$ cat config.mk
export PLATFORM = sky130hd
export DESIGN_NAME = r2p_front
export DESIGN_NICKNAME = d
export VERILOG_FILES = /design/src/rtl/r2p_pkg.sv /design/src/rtl/r2p_front.sv
export SDC_FILE = /design/constraint.sdc
export NUM_CORES = 1
export LEC_CHECK = 0
export ABC_CLOCK_PERIOD_IN_PS = 3400
export BUFFER_PORTS_ARGS = -buffer_cell sky130_fd_sc_hd__buf_2
export CAP_MARGIN = 10
export CORE_MARGIN = 2
export CORE_UTILIZATION = 49
export CTS_BUF_LIST = sky130_fd_sc_hd__clkbuf_8
export CTS_CLUSTER_SIZE = 30
export DETAILED_ROUTE_END_ITERATION = 7
export PLACE_DENSITY = 0.81
export SYNTH_ARGS = -nofsm -noshare
export SYNTH_HDL_FRONTEND = slang
export SYNTH_SLANG_ARGS = --single-unit
$ cat constraint.sdc
create_clock -name clk -period 3.4 [get_ports clk]
set_input_delay 0.51 -clock clk [delete_from_list [all_inputs] [get_ports clk]]
set_output_delay 0.51 -clock clk [all_outputs]
set_load 0.01 [all_outputs]
$ cat src/rtl/r2p_pkg.sv
// ----------------------------------------------------------------------------
// r2p_pkg: shared types and constants
// Widths, CORDIC constants, the arctangent table and the item structs
// that pass between the front end, the queue and the CORDIC back end.
// ----------------------------------------------------------------------------
package r2p_pkg;

	localparam int CORDIC_STEPS = 16;
	localparam int MAX_STEPS    = 24;
	localparam int STEPS_RUN    = (CORDIC_STEPS > MAX_STEPS) ? MAX_STEPS : CORDIC_STEPS;
	localparam int STEP_W       = $clog2(MAX_STEPS);

	// datapath widths: x/y with 16 fraction bits plus CORDIC growth,
	// angle accumulator in degrees with 16 fraction bits
	localparam int XW = 28;
	localparam int ZW = 25;
	localparam int TW = ZW + 1;
	localparam int PW = (XW - 1) + 32;

	// 1/K in Q0.32 with finite step correction
	localparam longint unsigned KINF = 64'd2608131496;
	localparam logic [31:0] KINV = 32'(KINF + ((KINF * 2 / 3) >> (2 * STEPS_RUN)));

	localparam logic [TW-1:0] DEG180_Q16 = TW'(11796480);
	localparam logic [TW-1:0] DEG360_Q16 = TW'(23592960);
	localparam logic [17:0]   DEG360_Q8  = 18'd92160;

	localparam int QDEPTH = 4;
	localparam int QPTR_W = $clog2(QDEPTH);

	// classified point as it waits in the queue
	typedef struct packed {
		logic                 origin;
		logic                 neg;
		logic signed [XW-1:0] x;
		logic signed [XW-1:0] y;
	} cls_t;

	// CORDIC working set
	typedef struct packed {
		logic                 origin;
		logic                 neg;
		logic signed [XW-1:0] x;
		logic signed [XW-1:0] y;
		logic signed [ZW-1:0] z;
	} rot_t;

	// atan(2^-i) in degrees, 16 fraction bits
	function automatic logic [ZW-1:0] atan_q16(input logic [STEP_W-1:0] idx);
		logic [ZW-1:0] v;
		case (idx)
			5'd0:    v = ZW'(2949120);
			5'd1:    v = ZW'(1740967);
			5'd2:    v = ZW'(919879);
			5'd3:    v = ZW'(466945);
			5'd4:    v = ZW'(234379);
			5'd5:    v = ZW'(117304);
			5'd6:    v = ZW'(58666);
			5'd7:    v = ZW'(29335);
			5'd8:    v = ZW'(14668);
			5'd9:    v = ZW'(7334);
			5'd10:   v = ZW'(3667);
			5'd11:   v = ZW'(1833);
			5'd12:   v = ZW'(917);
			5'd13:   v = ZW'(458);
			5'd14:   v = ZW'(229);
			5'd15:   v = ZW'(115);
			5'd16:   v = ZW'(57);
			5'd17:   v = ZW'(29);
			5'd18:   v = ZW'(14);
			5'd19:   v = ZW'(7);
			5'd20:   v = ZW'(4);
			5'd21:   v = ZW'(2);
			5'd22:   v = ZW'(1);
			default: v = '0;
		endcase
		return v;
	endfunction

endpackage

$ cat src/rtl/r2p_front.sv
// ----------------------------------------------------------------------------
// r2p_front: input stage and classifier
// Takes a point, flags the origin, folds the left half plane onto the
// right one and scales to the CORDIC datapath format.
// ----------------------------------------------------------------------------
module r2p_front (
	input  logic                  clk,
	input  logic                  arst_n,
	input  logic                  pt_valid,
	output logic                  pt_stall,
	input  logic signed [15:0]    x_coord,
	input  logic signed [15:0]    y_coord,
	input  logic                  q_full,
	output logic                  push,
	output r2p_pkg::cls_t         push_d
);

	logic                          valid_s1;
	r2p_pkg::cls_t                 cls_s1;
	r2p_pkg::cls_t                 cls_d;
	logic signed [r2p_pkg::XW-1:0] xe;
	logic signed [r2p_pkg::XW-1:0] ye;
	logic                          accept;

	always_comb begin
		xe            = r2p_pkg::XW'(x_coord);
		ye            = r2p_pkg::XW'(y_coord);
		cls_d.origin  = (x_coord == 16'sd0) && (y_coord == 16'sd0);
		cls_d.neg     = x_coord[15];
		// rotate by 180 degrees when x < 0
		if (x_coord[15]) begin
			xe = -xe;
			ye = -ye;
		end
		cls_d.x = xe <<< 8;
		cls_d.y = ye <<< 8;
	end

	assign push     = valid_s1 && !q_full;
	assign pt_stall = valid_s1 && q_full;
	assign accept   = pt_valid && !pt_stall;
	assign push_d   = cls_s1;

	always_ff @(posedge clk or negedge arst_n) begin
		if (!arst_n) begin
			valid_s1 <= 1'b0;
		end else if (accept) begin
			valid_s1 <= 1'b1;
		end else if (push) begin
			valid_s1 <= 1'b0;
		end
	end

	always_ff @(posedge clk) begin
		if (accept) begin
			cls_s1 <= cls_d;
		end
	end

endmodule

After elaboration in Yosys (flattened, before gate mapping)
Index checks and enable logic that the tools add are counted.

storage, ports and cells
  bits in registers = 43
  bits in latches = 0
  RAM bits = 0
  memory bits (read-only) = 0
  bits of input ports = 36
  output and inout bits = 60
  logic and storage cells = 21
  memories kept = 0

operators by class
  add/subtract/negate cells = 2
  multiply operators = 0
  div/mod/pow operators = 0
  magnitude comparators = 0
  equality and inequality tests = 0
  shift-type cells = 0
  multiplexer cells = 4
  bitwise gates (word level) = 0
  reduce and logical (&&, ||, !) cells = 9

operator list
  operator                           count
  16-bit negator with 20-bit output  2
  16-bit zero test                   2
  20-bit two-way mux                 1
  15-bit two-way mux                 1
  1-bit logical AND                  4
  1-bit zero test                    2
  1-bit two-way mux                  2
  2-bit nonzero test                 1

Longest topological paths before layout
  depth in word-level cells = 4
  depth in mapped cells = 6

Least setup slack after synthesis
Ideal clock, no wire load.

  path type = input port to flip-flop
  start point = input q_full
  end point = register cls_s1 (netlist bit push_d[10]), enable pin
  library setup time = 446 ps
  arrival time = 2606 ps
  data required time = 2954 ps
  slack = 348 ps
  stages on the path = 2
  buffers on the path = 0
  cell sequence = and2_1 > nor2b_1

between the ends
  word-level cells in the longest chain between the ends = 3

RTL lines
  what                  line             RTL
  from (decl)           r2p_front.sv:13  input logic q_full,
  1-bit logical AND     r2p_front.sv:40  assign pt_stall = valid_s1 && q_full;
  1-bit zero test       r2p_front.sv:41  assign accept = pt_valid && !pt_stall;
  1-bit logical AND     r2p_front.sv:41
  named net accept      r2p_front.sv:23  logic accept;
  to (signal assigned)  r2p_front.sv:56  cls_s1 <= cls_d;
  to (decl)             r2p_front.sv:19  r2p_pkg::cls_t cls_s1;

The timed path passes the listed nets, and every way through them passes these cells.
A chain may end at the register's enable or synchronous reset.

==> results.toml <==
[synth]
syn_avg_cell_area_sq_um = 13.17
ys_types = 31
ys.warnings.count = 0
seq_area_frac_synth_pct = 57.79
synth_seq_cells = 43
netlist_area_sq_mm = 0.002226
syn-instance-count = 169

[global_routing]
antenna_found_initial = 0
grt_pass1_wl_mm = 6.472
grt_remaining_overflow = 0
grt_max_degree = 38
grt_pass1_vias = 1465
grt_usage_pct = 16.14

[critical_path]
path_cells = "buf_2 > inv_1 > ha_1 > or3b_2 > nor4_1 > o21ai_0"
critPathMaxFanout = 8
critPathArrivalTime_ns = 1.97
crit_path_end_kind = "flop"
cp_slowest_cell = "or3b_2"
cp_top_family = "simple AND/OR/NAND/NOR gates"
crit_buf_inv = 2
critPathMaxStageDelay_ns = 0.56
start_kind = "input port"
critPathKind = "input port to flop"
cp.required_ns = 3.43

[clock_network]
cts-htree-levels = 2
clkTransAtPathRegs_ns = 0.08
numCtsBuffers = 5
tritoncts = "done"
clockBufferDepth = 2
cts.sinks = 43
cts_setup_buffers = 0
insertion_delay_ns = 0.29
cts_resized = 0
clockRootBuffer = "clkbuf_8"

[final_layout]
layout_common_cells = "79 x buf_2, 42 x edfxtp_1, 26 x xnor2_1, 20 x conb_1, 10 x o21ai_0"
drive_above_1_share_pct = 40.48
diodes = 0
mostFrequentLayoutCell = "buf_2"
num-nets-final = 289
syn2layout_area_growth_pct = 22.93

[power]
p_leak_uw = 0.001104
powerDensity_mw_per_mm2 = 444.6
ir_worst_vdd_mv = 0.2449

[sta]
min_period_ns = 1.938
setup_violations = 0
max_freq_mhz = 516.0
drv_slew = 0
fin_crit_sh_pct = 57.00
max_slew_margin_pct = 42.01
tightest_slew_ns = 0.8681
tns_ns = 0
rsz0062_at_grt = "false"
setup_ws_ns = 1.462
skew_ns = 0.004281
hold_viol = 0

[route]
routed_via_density = 5.148
drt_iter0_markers = 87
route.detailed.drc = 0
first_pass_iters = 5
finalWirelength_mm = 4.074
ant_nets = 0
vias = 1565
wl_per_cell_um = 13.40

[die]
die_w_um = 71.40
core_sq_mm = 0.004354
fp-row-count = 24
start_util_pct = 51.12
chipHeight_um = 71.40
ios = 96
dieArea_sq_mm = 0.005098

[status]
status = "completed"

[placement]
place_ws_ns = 1.145
gp_congestion = 0.8246
port_buffers = 79
dp_hpwl_mm = 2.984

[flow_run]
cap_violations = 0

[worst_hold_path]
min_path_type = "input port to flop"
[state kept, by name (all words and copies together) (netlist names)]
name,cells
push_d,42
valid_s1,1
[cell families after synthesis]
logic type / after synthesis / synth area share, %
other: 1 / 0.1685
adder cells (fa/ha/maj): 2 / 1.124
buffers and inverters: 30 / 8.150
AND/OR/NAND/NOR: 38 / 10.85
flip-flops: 43 / 57.79
AO/OA/AOI/OAI: 29 / 11.69
XOR/XNOR: 26 / 10.23
[Yosys cell counts, drive strengths merged]
library cell  instances  area (sq um)
edfxtp               42          1261
xnor2                26         227.7
buf                  19         140.1
o21ai                10         50.05
o31ai                 9         67.56
o41ai                 9         135.1
clkbuf                7         26.28
nand2b                7         43.79
or3                   6         37.54
or4                   6         48.80
inv                   4         15.01
nand2                 4         15.01
nor4                  3         18.77
or2                   3         18.77
and3                  2         12.51
ha                    2         25.02
nor2b                 2         12.51
and2                  1         6.260
conb                  1         3.750
dfrtp                 1         25.02
nor2                  1         3.750
nor3                  1         5.000
o211ai                1         7.510
or3b                  1         8.760
or4b                  1         10.01
[final timing paths]
| path | startpoint | to | slack, ns | cells after the start |
|---|---|---|---|---|
| worst min register to register | valid_s1 | valid_s1 | 0.69 | 2 |
| worst min-delay path | x_coord[0] | push_d[36] | 0.42 | 1 |
| worst max-delay path | y_coord[1] | push_d[26] | 1.46 | 6 |
| max in group asynchronous | arst_n | valid_s1 | 2.79 | 2 |
| min in group asynchronous | arst_n | valid_s1 | 0.52 | 2 |
| worst max register to register | valid_s1 | push_d[55] | 1.57 | 3 |
[what timing repair did]
action	in CTS	in global routing
hold endpoints to repair	1	0
hold buffers	1	0
setup endpoints to repair	0	0
[per-layer routing]
metal / track usage [%] / vias to the layer above / share of wire, % / wire [um]
li1: - / 752 / - / -
met1: 19.91 / 726 / 42 / 1720
met2: 27.16 / 78 / 47 / 1911
met3: 3.516 / 9 / 8.1 / 331
met4: 7.338 / 0 / 2.7 / 110
met5: 0 / - / 0 / 0
[cell type report]
cell class,count,area (sq um)
clock buffers,5,68.82
clock inverters,3,43.79
fillers,349,1618
inverters,4,15.01
multi-input cells,115,837.1
flip-flops and latches,43,1286
well taps,52,65.06
repair buffers,82,420.4
[per-stage QoR]
| stage | utilization (%) | hold WS (ns) | power (uW) | cells | area [sq um] |
|---|---|---|---|---|---|
| floorplan | - | 0.2144 | 770.8 | 188 | 2297 |
| global placement | 60.03 | 0.2866 | 830.7 | 295 | 2614 |
| detailed placement | 60.03 | 0.2857 | 836.8 | 295 | 2614 |
| CTS | 62.84 | 0.4189 | 1231 | 304 | 2736 |
| global route | 62.84 | 0.4180 | 1267 | 304 | 2736 |
| finish | 62.84 | 0.4197 | 1217 | 304 | 2736 |
[report_power, final]
part	internal, uW	switching [uW]
sequential	629	7.89
combinational	78.9	108
clock	219	174
Power figures use the tool's default switching activity.
