===== src/rtl/r2p_pkg.sv =====
// ----------------------------------------------------------------------------
// r2p_pkg: shared types and constants
// Widths, CORDIC constants, the arctangent table and the item structs
// that pass between the front end, the queue and the CORDIC back end.
// ----------------------------------------------------------------------------
package r2p_pkg;

	localparam int CORDIC_STEPS = 16;
	localparam int MAX_STEPS    = 24;
	localparam int STEPS_RUN    = (CORDIC_STEPS > MAX_STEPS) ? MAX_STEPS : CORDIC_STEPS;
	localparam int STEP_W       = $clog2(MAX_STEPS);

	// datapath widths: x/y with 16 fraction bits plus CORDIC growth,
	// angle accumulator in degrees with 16 fraction bits
	localparam int XW = 28;
	localparam int ZW = 25;
	localparam int TW = ZW + 1;
	localparam int PW = (XW - 1) + 32;

	// 1/K in Q0.32 with finite step correction
	localparam longint unsigned KINF = 64'd2608131496;
	localparam logic [31:0] KINV = 32'(KINF + ((KINF * 2 / 3) >> (2 * STEPS_RUN)));

	localparam logic [TW-1:0] DEG180_Q16 = TW'(11796480);
	localparam logic [TW-1:0] DEG360_Q16 = TW'(23592960);
	localparam logic [17:0]   DEG360_Q8  = 18'd92160;

	localparam int QDEPTH = 4;
	localparam int QPTR_W = $clog2(QDEPTH);

	// classified point as it waits in the queue
	typedef struct packed {
		logic                 origin;
		logic                 neg;
		logic signed [XW-1:0] x;
		logic signed [XW-1:0] y;
	} cls_t;

	// CORDIC working set
	typedef struct packed {
		logic                 origin;
		logic                 neg;
		logic signed [XW-1:0] x;
		logic signed [XW-1:0] y;
		logic signed [ZW-1:0] z;
	} rot_t;

	// atan(2^-i) in degrees, 16 fraction bits
	function automatic logic [ZW-1:0] atan_q16(input logic [STEP_W-1:0] idx);
		logic [ZW-1:0] v;
		case (idx)
			5'd0:    v = ZW'(2949120);
			5'd1:    v = ZW'(1740967);
			5'd2:    v = ZW'(919879);
			5'd3:    v = ZW'(466945);
			5'd4:    v = ZW'(234379);
			5'd5:    v = ZW'(117304);
			5'd6:    v = ZW'(58666);
			5'd7:    v = ZW'(29335);
			5'd8:    v = ZW'(14668);
			5'd9:    v = ZW'(7334);
			5'd10:   v = ZW'(3667);
			5'd11:   v = ZW'(1833);
			5'd12:   v = ZW'(917);
			5'd13:   v = ZW'(458);
			5'd14:   v = ZW'(229);
			5'd15:   v = ZW'(115);
			5'd16:   v = ZW'(57);
			5'd17:   v = ZW'(29);
			5'd18:   v = ZW'(14);
			5'd19:   v = ZW'(7);
			5'd20:   v = ZW'(4);
			5'd21:   v = ZW'(2);
			5'd22:   v = ZW'(1);
			default: v = '0;
		endcase
		return v;
	endfunction

endpackage


===== src/rtl/r2p_queue.sv =====
// ----------------------------------------------------------------------------
// r2p_queue: small FIFO between front end and CORDIC back end
// Register-based, first-word fall-through on the read side.
// ----------------------------------------------------------------------------
module r2p_queue (
	input  logic          clk,
	input  logic          arst_n,
	input  logic          push,
	input  r2p_pkg::cls_t push_d,
	input  logic          pop,
	output logic          full,
	output logic          empty,
	output r2p_pkg::cls_t head
);

	r2p_pkg::cls_t                mem_q [r2p_pkg::QDEPTH];
	logic [r2p_pkg::QPTR_W-1:0]   wr_ptr_q;
	logic [r2p_pkg::QPTR_W-1:0]   rd_ptr_q;
	logic [r2p_pkg::QPTR_W:0]     count_q;

	assign full  = (count_q == (r2p_pkg::QPTR_W + 1)'(r2p_pkg::QDEPTH));
	assign empty = (count_q == '0);
	assign head  = mem_q[rd_ptr_q];

	always_ff @(posedge clk or negedge arst_n) begin
		if (!arst_n) begin
			wr_ptr_q <= '0;
			rd_ptr_q <= '0;
			count_q  <= '0;
		end else begin
			if (push) begin
				wr_ptr_q <= wr_ptr_q + 1'b1;
			end
			if (pop) begin
				rd_ptr_q <= rd_ptr_q + 1'b1;
			end
			case ({push, pop})
				2'b10:   count_q <= count_q + 1'b1;
				2'b01:   count_q <= count_q - 1'b1;
				default: count_q <= count_q;
			endcase
		end
	end

	always_ff @(posedge clk) begin
		if (push) begin
			mem_q[wr_ptr_q] <= push_d;
		end
	end

endmodule


===== config.mk =====
export PLATFORM = sky130hd
export DESIGN_NAME = r2p_queue
export DESIGN_NICKNAME = d
export VERILOG_FILES = /design/src/rtl/r2p_pkg.sv /design/src/rtl/r2p_queue.sv
export SDC_FILE = /design/constraint.sdc
export NUM_CORES = 1
export LEC_CHECK = 0
export BUFFER_PORTS_ARGS = -buffer_cell sky130_fd_sc_hd__buf_2
export CAP_MARGIN = 5
export CORE_MARGIN = 2
export CORE_UTILIZATION = 27
export DETAILED_ROUTE_END_ITERATION = 16
export PLACE_DENSITY = 0.41
export SLEW_MARGIN = 0
export SYNTH_ARGS = -nofsm -noshare
export SYNTH_HDL_FRONTEND = slang
export SYNTH_SLANG_ARGS = --single-unit

===== constraint.sdc =====
create_clock -name clk -period 2.5 [get_ports clk]
set_input_delay 0.5 -clock clk [delete_from_list [all_inputs] [get_ports clk]]
set_output_delay 0.5 -clock clk [all_outputs]
set_load 0.03 [all_outputs]

Yosys cells after proc, flatten, opt, wreduce, memory -nomap -nowiden
Memory sizes are Yosys's and may differ from the RTL's.
Cells that the tools add are included.
{ "totals": {"regBits": 7, "mem_bits_rw": 232, "inputBits": 62, "output_inout_bits": 60, "word_cells": 16, "mem_count": 1} }
{ "classes": {"n_addsub": 4, "n_eq_ne": 3, "muxes": 3, "n_reduce_logical": 2} }
{ "mem_list": {"columns": ["memory", "words", "width", "read_ports", "rd_clocked_by_memory_dff", "wr", "line_no", "text"], "rows": [
  ["mem_q", 4, 58, 1, 0, 1, "r2p_queue.sv:16", "r2p_pkg::cls_t mem_q [r2p_pkg::QDEPTH];"]
]} }
{ "op_table": {"columns": ["cell", "count"], "rows": [
  ["one-hot mux 3 bit (2 select lines)", 1],
  ["adder 2 x 1 -> 2 bit, second input constant", 2],
  ["adder 3 x 1 -> 3 bit, second input constant", 1],
  ["equality test 3 bit, second input constant", 1],
  ["zero test 3 bit", 1],
  ["subtractor 3 x 1 -> 3 bit, second input constant", 1],
  ["equality test 2 x 1 -> 1 bit, second input constant", 1],
  ["equality test 2 bit, second input constant", 1],
  ["2-to-1 mux 1 bit", 2],
  ["nonzero test 2 bit", 1]
]} }

Depth between registers and ports, before layout
{ "logic_depth": {"ltp_word": 2, "ltp_mapped": 7, "depth_no_buf": 7} }

Worst setup path before layout
No wires, ideal clock.
{ "synth_path": {"path_type": "register to register", "start": "register wr_ptr_q[0] (netlist name)", "end": "memory mem_q[2][0] (netlist name) (enable)", "setup_time_ns": 0.422, "arrival_time_ns": 1.992, "t_required_ns": 2.078, "setup_slack_ns": 0.087, "path_stages_with_launch": 4, "n_path_buf": 0, "synth_period_minus_slack_ns": 2.413, "cell_sequence": "dfrtp_1 -> inv_1 -> ha_1 -> and2_1"} }
{ "synth_lines": {"columns": ["element", "line_no", "text"], "rows": [
  ["start: declaration", "r2p_queue.sv:17", "logic [r2p_pkg::QPTR_W-1:0] wr_ptr_q;"],
  ["start signal: assignment", "r2p_queue.sv:32", "wr_ptr_q <= wr_ptr_q + 1'b1;"],
  ["end: declaration", "r2p_queue.sv:16", null]
]} }
No word-level cell before the write port.

==> impl.org <==
** Status
- The flow ran to the end, and the final reports show no timing, DRC or antenna violations.

** CTS
- The later pin in the worst-skew pair is clocked with a latency of 530 ps.
- CTS root buffer :: clkbuf_16
- After clock tree synthesis, the clock-pin slew on the worst setup and hold paths is 60 ps.
- Number of H-tree levels :: 1
- Largest buffer count on any clock path :: 3
- TritonCTS clock tree :: built
- Number of sinks on the clock net :: 239
- Total CTS buffers :: 27

** Timing
- Clock period minus final worst setup slack :: 2490 ps
- Setup violations remaining at the end of the flow were counted as 0.
- The final max-slew violation count came to 0.
- Final Hold Fails :: 0
- In the finished design, the share of the clock period the worst path needs comes to 0.996.
- Summed over all failing endpoints, the final setup total negative slack is 0 ps.
- Measured slew at the worst slew-check pin :: 445 ps
- Derived from the worst setup path, the maximum achievable clock frequency is 401 MHz.
- After layout, the worst setup slack is 9.26 ps.
- Setup clock skew after layout :: 5.96 ps
- The worst pin sits at a relative slew slack of 0.704.
- Hold timing on the final database bottoms out at a slack of 180 ps.
- RSZ-0062 raised after global routing :: yes

** Worst setup path
- Data required time of the critical path :: 2000 ps
- Peak fanout along the critical path :: 8
- The worst register-to-register path has a setup slack of 800 ps.
- Number of cells on the worst reg-to-reg path :: 4
- The largest single stage delay on the critical path is 550 ps.
- On the critical path the largest part of the delay comes from multiplexers.
- Traced cell by cell, the critical path runs through buf_12 > buf_12 > mux4_2 > buf_6.
- STA classifies the critical path endpoint as an output port.
- Most used cell, CP :: buf_12
- Worst reg2reg startpoint :: wr_ptr_q[1]
- CP bufs+invs :: 3
- The worst setup path is launched from a flop.
- R2r endpoint :: mem_q[1][17]
- The worst setup path is of the reg2out kind.
- The slowest stage of the critical path belongs to the cell mux4_2.
- Critical path arrival :: 1990 ps

** Hold path
- Counting instances, the worst hold path has a depth of 1.
- The min-delay analysis places its worst path in the category in2reg.
- Critical hold path startpoint :: push_d[15]
- Min-Delay Endpoint :: mem_q[3][15]

** Synthesis
- Counting every instance in the synthesized netlist gives 341.
- A synthesized cell averages 25.9 um2.
- For this run, asynchronously set or reset flops after synthesis account for 0.0293.
- Yosys printed 0 warnings.
- Biggest area consumer among synthesized cells :: edfxtp_1
- Ys flop type :: edfxtp_1
- Number of distinct library cells after synthesis :: 18
- Part of the Yosys area used for sequential elements :: 0.808
- Area share of the largest cell type after synthesis :: 0.788
- Counting flops and latches in the post-synthesis netlist gives 239.
- Largest cells by area after synthesis :: edfxtp_1 (79%), mux4_2 (15%), dfrtp_1 (2.0%), buf_12 (1.4%), ha_1 (0.71%)
- Counting flops with a built-in enable in the synthesized netlist gives 232.
- Synth Net Count :: 409
- Synthesized cell area :: 8840 um2

** Place
- Final estimated routing congestion in global placement :: 0.634
- Pre-CTS setup slack :: 369 ps
- Number of cells after detailed placement :: 905
- After legalization and detailed placement, the total HPWL measured 10,800 um.
- IO Port Bufs :: 121
- After detailed placement, the total cell area comes to 10,100 um2.

** Final layout
- Of the cells placed in the final design, the portion with a size suffix greater than 1 is 0.475.
- Final cell utilization of the core :: 0.355
- From synthesis to final layout, the design area changed by 30.2%.
- After routing the design area is 11,500 um2.
- Commonest cells after routing, fill and taps aside :: edfxtp_1 (232), buf_2 (64), mux4_2 (58)
- The filler cells instantiated in the layout total 3,054.
- Nets :: 572
- The finished layout holds 964 standard cells, fillers aside.
- The library cell used most frequently in the layout, excluding fill and tap cells, is edfxtp_1.
- Number of antenna diodes :: 0

** Pwr
- Design Power :: 15.3 mW
- Pwr/cell area :: 1330 nW/um2
- The worst-case IR drop observed on VDD is 0.676 mV.
- Cell leakage power :: 3.95 nW

** Route
- In this run the remaining antenna-violating nets after routing total 0.
- Total Wirelength :: 18,300 um
- For this block, the via count after detailed routing is 4,048.
- DRC Markers :: 0
- Using the TritonRoute via totals, the vias-per-cell ratio works out to 4.20.
- Number of iterations in the first detailed-routing pass :: 4
- After detailed routing, the average wire length per cell comes to 19.0 um.
- In this run, the number of DRC markers left after iteration 0 of detailed routing was 158.

** Global routing
- For this run, global-route usage on met2 was measured as 0.187.
- Most used routing layer :: met2
- Entering global routing, the biggest net connects 33 pins.
- Across every metal layer, demand over resource in global routing totals 0.108.
- Remaining global-route overflow :: 0
- The number of antenna violations at the first check in global routing was 2.
- Via count of the first global-routing pass :: 4,630
- Met3 Use GR :: 0.0315
- First-pass GRT wire length :: 27,400 um
- For met1 alone, demand over resource in global routing was 0.132.

** Floorplanning
- The region available for standard cell placement spans 32,400 um2.
- After floorplanning, the core was divided into 66 placement rows.
- Initial Utilization :: 0.273
- The floorplan step set the die height to 185 um.
- Die X :: 185 um
- For this design the top-level I/O count stands at 122.
- The floorplan step defined a die boundary enclosing 34,200 um2.

** Flow run
- Max-cap violations in this run came to 0.
## Yosys cell counts, types with 2 or more instances
master,n
ha_1,5
buf_12,6
dfrtp_1,7
mux4_2,58
edfxtp_1,232
buf_2,5
inv_1,6
xor2_1,4
nand2_1,3
o21ai_0,2
buf_4,2
xnor2_1,2
and2_1,4
## layout make-up
class | count | area [um2] | share of cell area
multi-input cells | 82 | 1510 | 0.131
well taps | 442 | 553 | 0.0481
flip-flops and latches | 239 | 7150 | 0.621
repair buffers | 148 | 1370 | 0.119
inverters | 6 | 22.5 | 0.00196
clock buffers | 33 | 698 | 0.0607
clock inverters | 14 | 198 | 0.0172
## worst max-delay path by stage
| stage | cells after the start | slack [ps] | startpoint | to |
|---|---|---|---|---|
| floorplan | 3 | 90 | wr_ptr_q[0] | mem_q[2][0] |
| global placement | 3 | 380 | rd_ptr_q[0] | head[47] |
| detailed placement | 3 | 370 | rd_ptr_q[0] | head[47] |
| CTS | 5 | -90 | rd_ptr_q[0] | head[49] |
| global route | 4 | -60 | rd_ptr_q[0] | head[51] |
| finish | 4 | 9 | rd_ptr_q[0] | head[25] |
## flip-flops by register name, summed over array words and instances (netlist names)
name / flops
mem_q: 232
wr_ptr_q: 2
rd_ptr_q: 2
count_q: 3
## what timing repair did
item / 4_1_cts / 5_1_grt
pin swaps: 0 / 0
hold buffers: 1 / 0
gates resized for setup: 58 / 88
buffers inserted: 6 / 2
cloned: 2 / 3
hold endpoints to repair: 7 / 0
setup endpoints to repair: 51 / 58
## report_power, final
part / internal, mW / switching [mW]
clock: 2.48 / 1.50
combinational: 2.72 / 3.19
sequential: 5.25 / 0.181
total: 10.4 / 4.87
## layer usage
| layer | up-vias | share of wire |
|---|---|---|
| li1 | 1775 | - |
| met2 | 103 | 0.49 |
| met4 | 4 | 0.021 |
| met3 | 39 | 0.061 |
| met1 | 2127 | 0.42 |
| met5 | - | 0.0011 |
## kinds of logic after synthesis
group           Yosys count  synth area share
fa+ha+maj                 6           0.00934
flops                   239             0.808
xor+xnor                  6           0.00595
mux                      58             0.148
simple gates             10           0.00580
compound gates            2           0.00113
buf+inv                  20            0.0219
## worst register-to-register path: stages, from the launching register on
cell	delay [ps]
dfrtp_1	410
inv_1	100
ha_1	150
and2_4	430
buf_4	310
No activity file was read; power rests on OpenSTA's default activity.
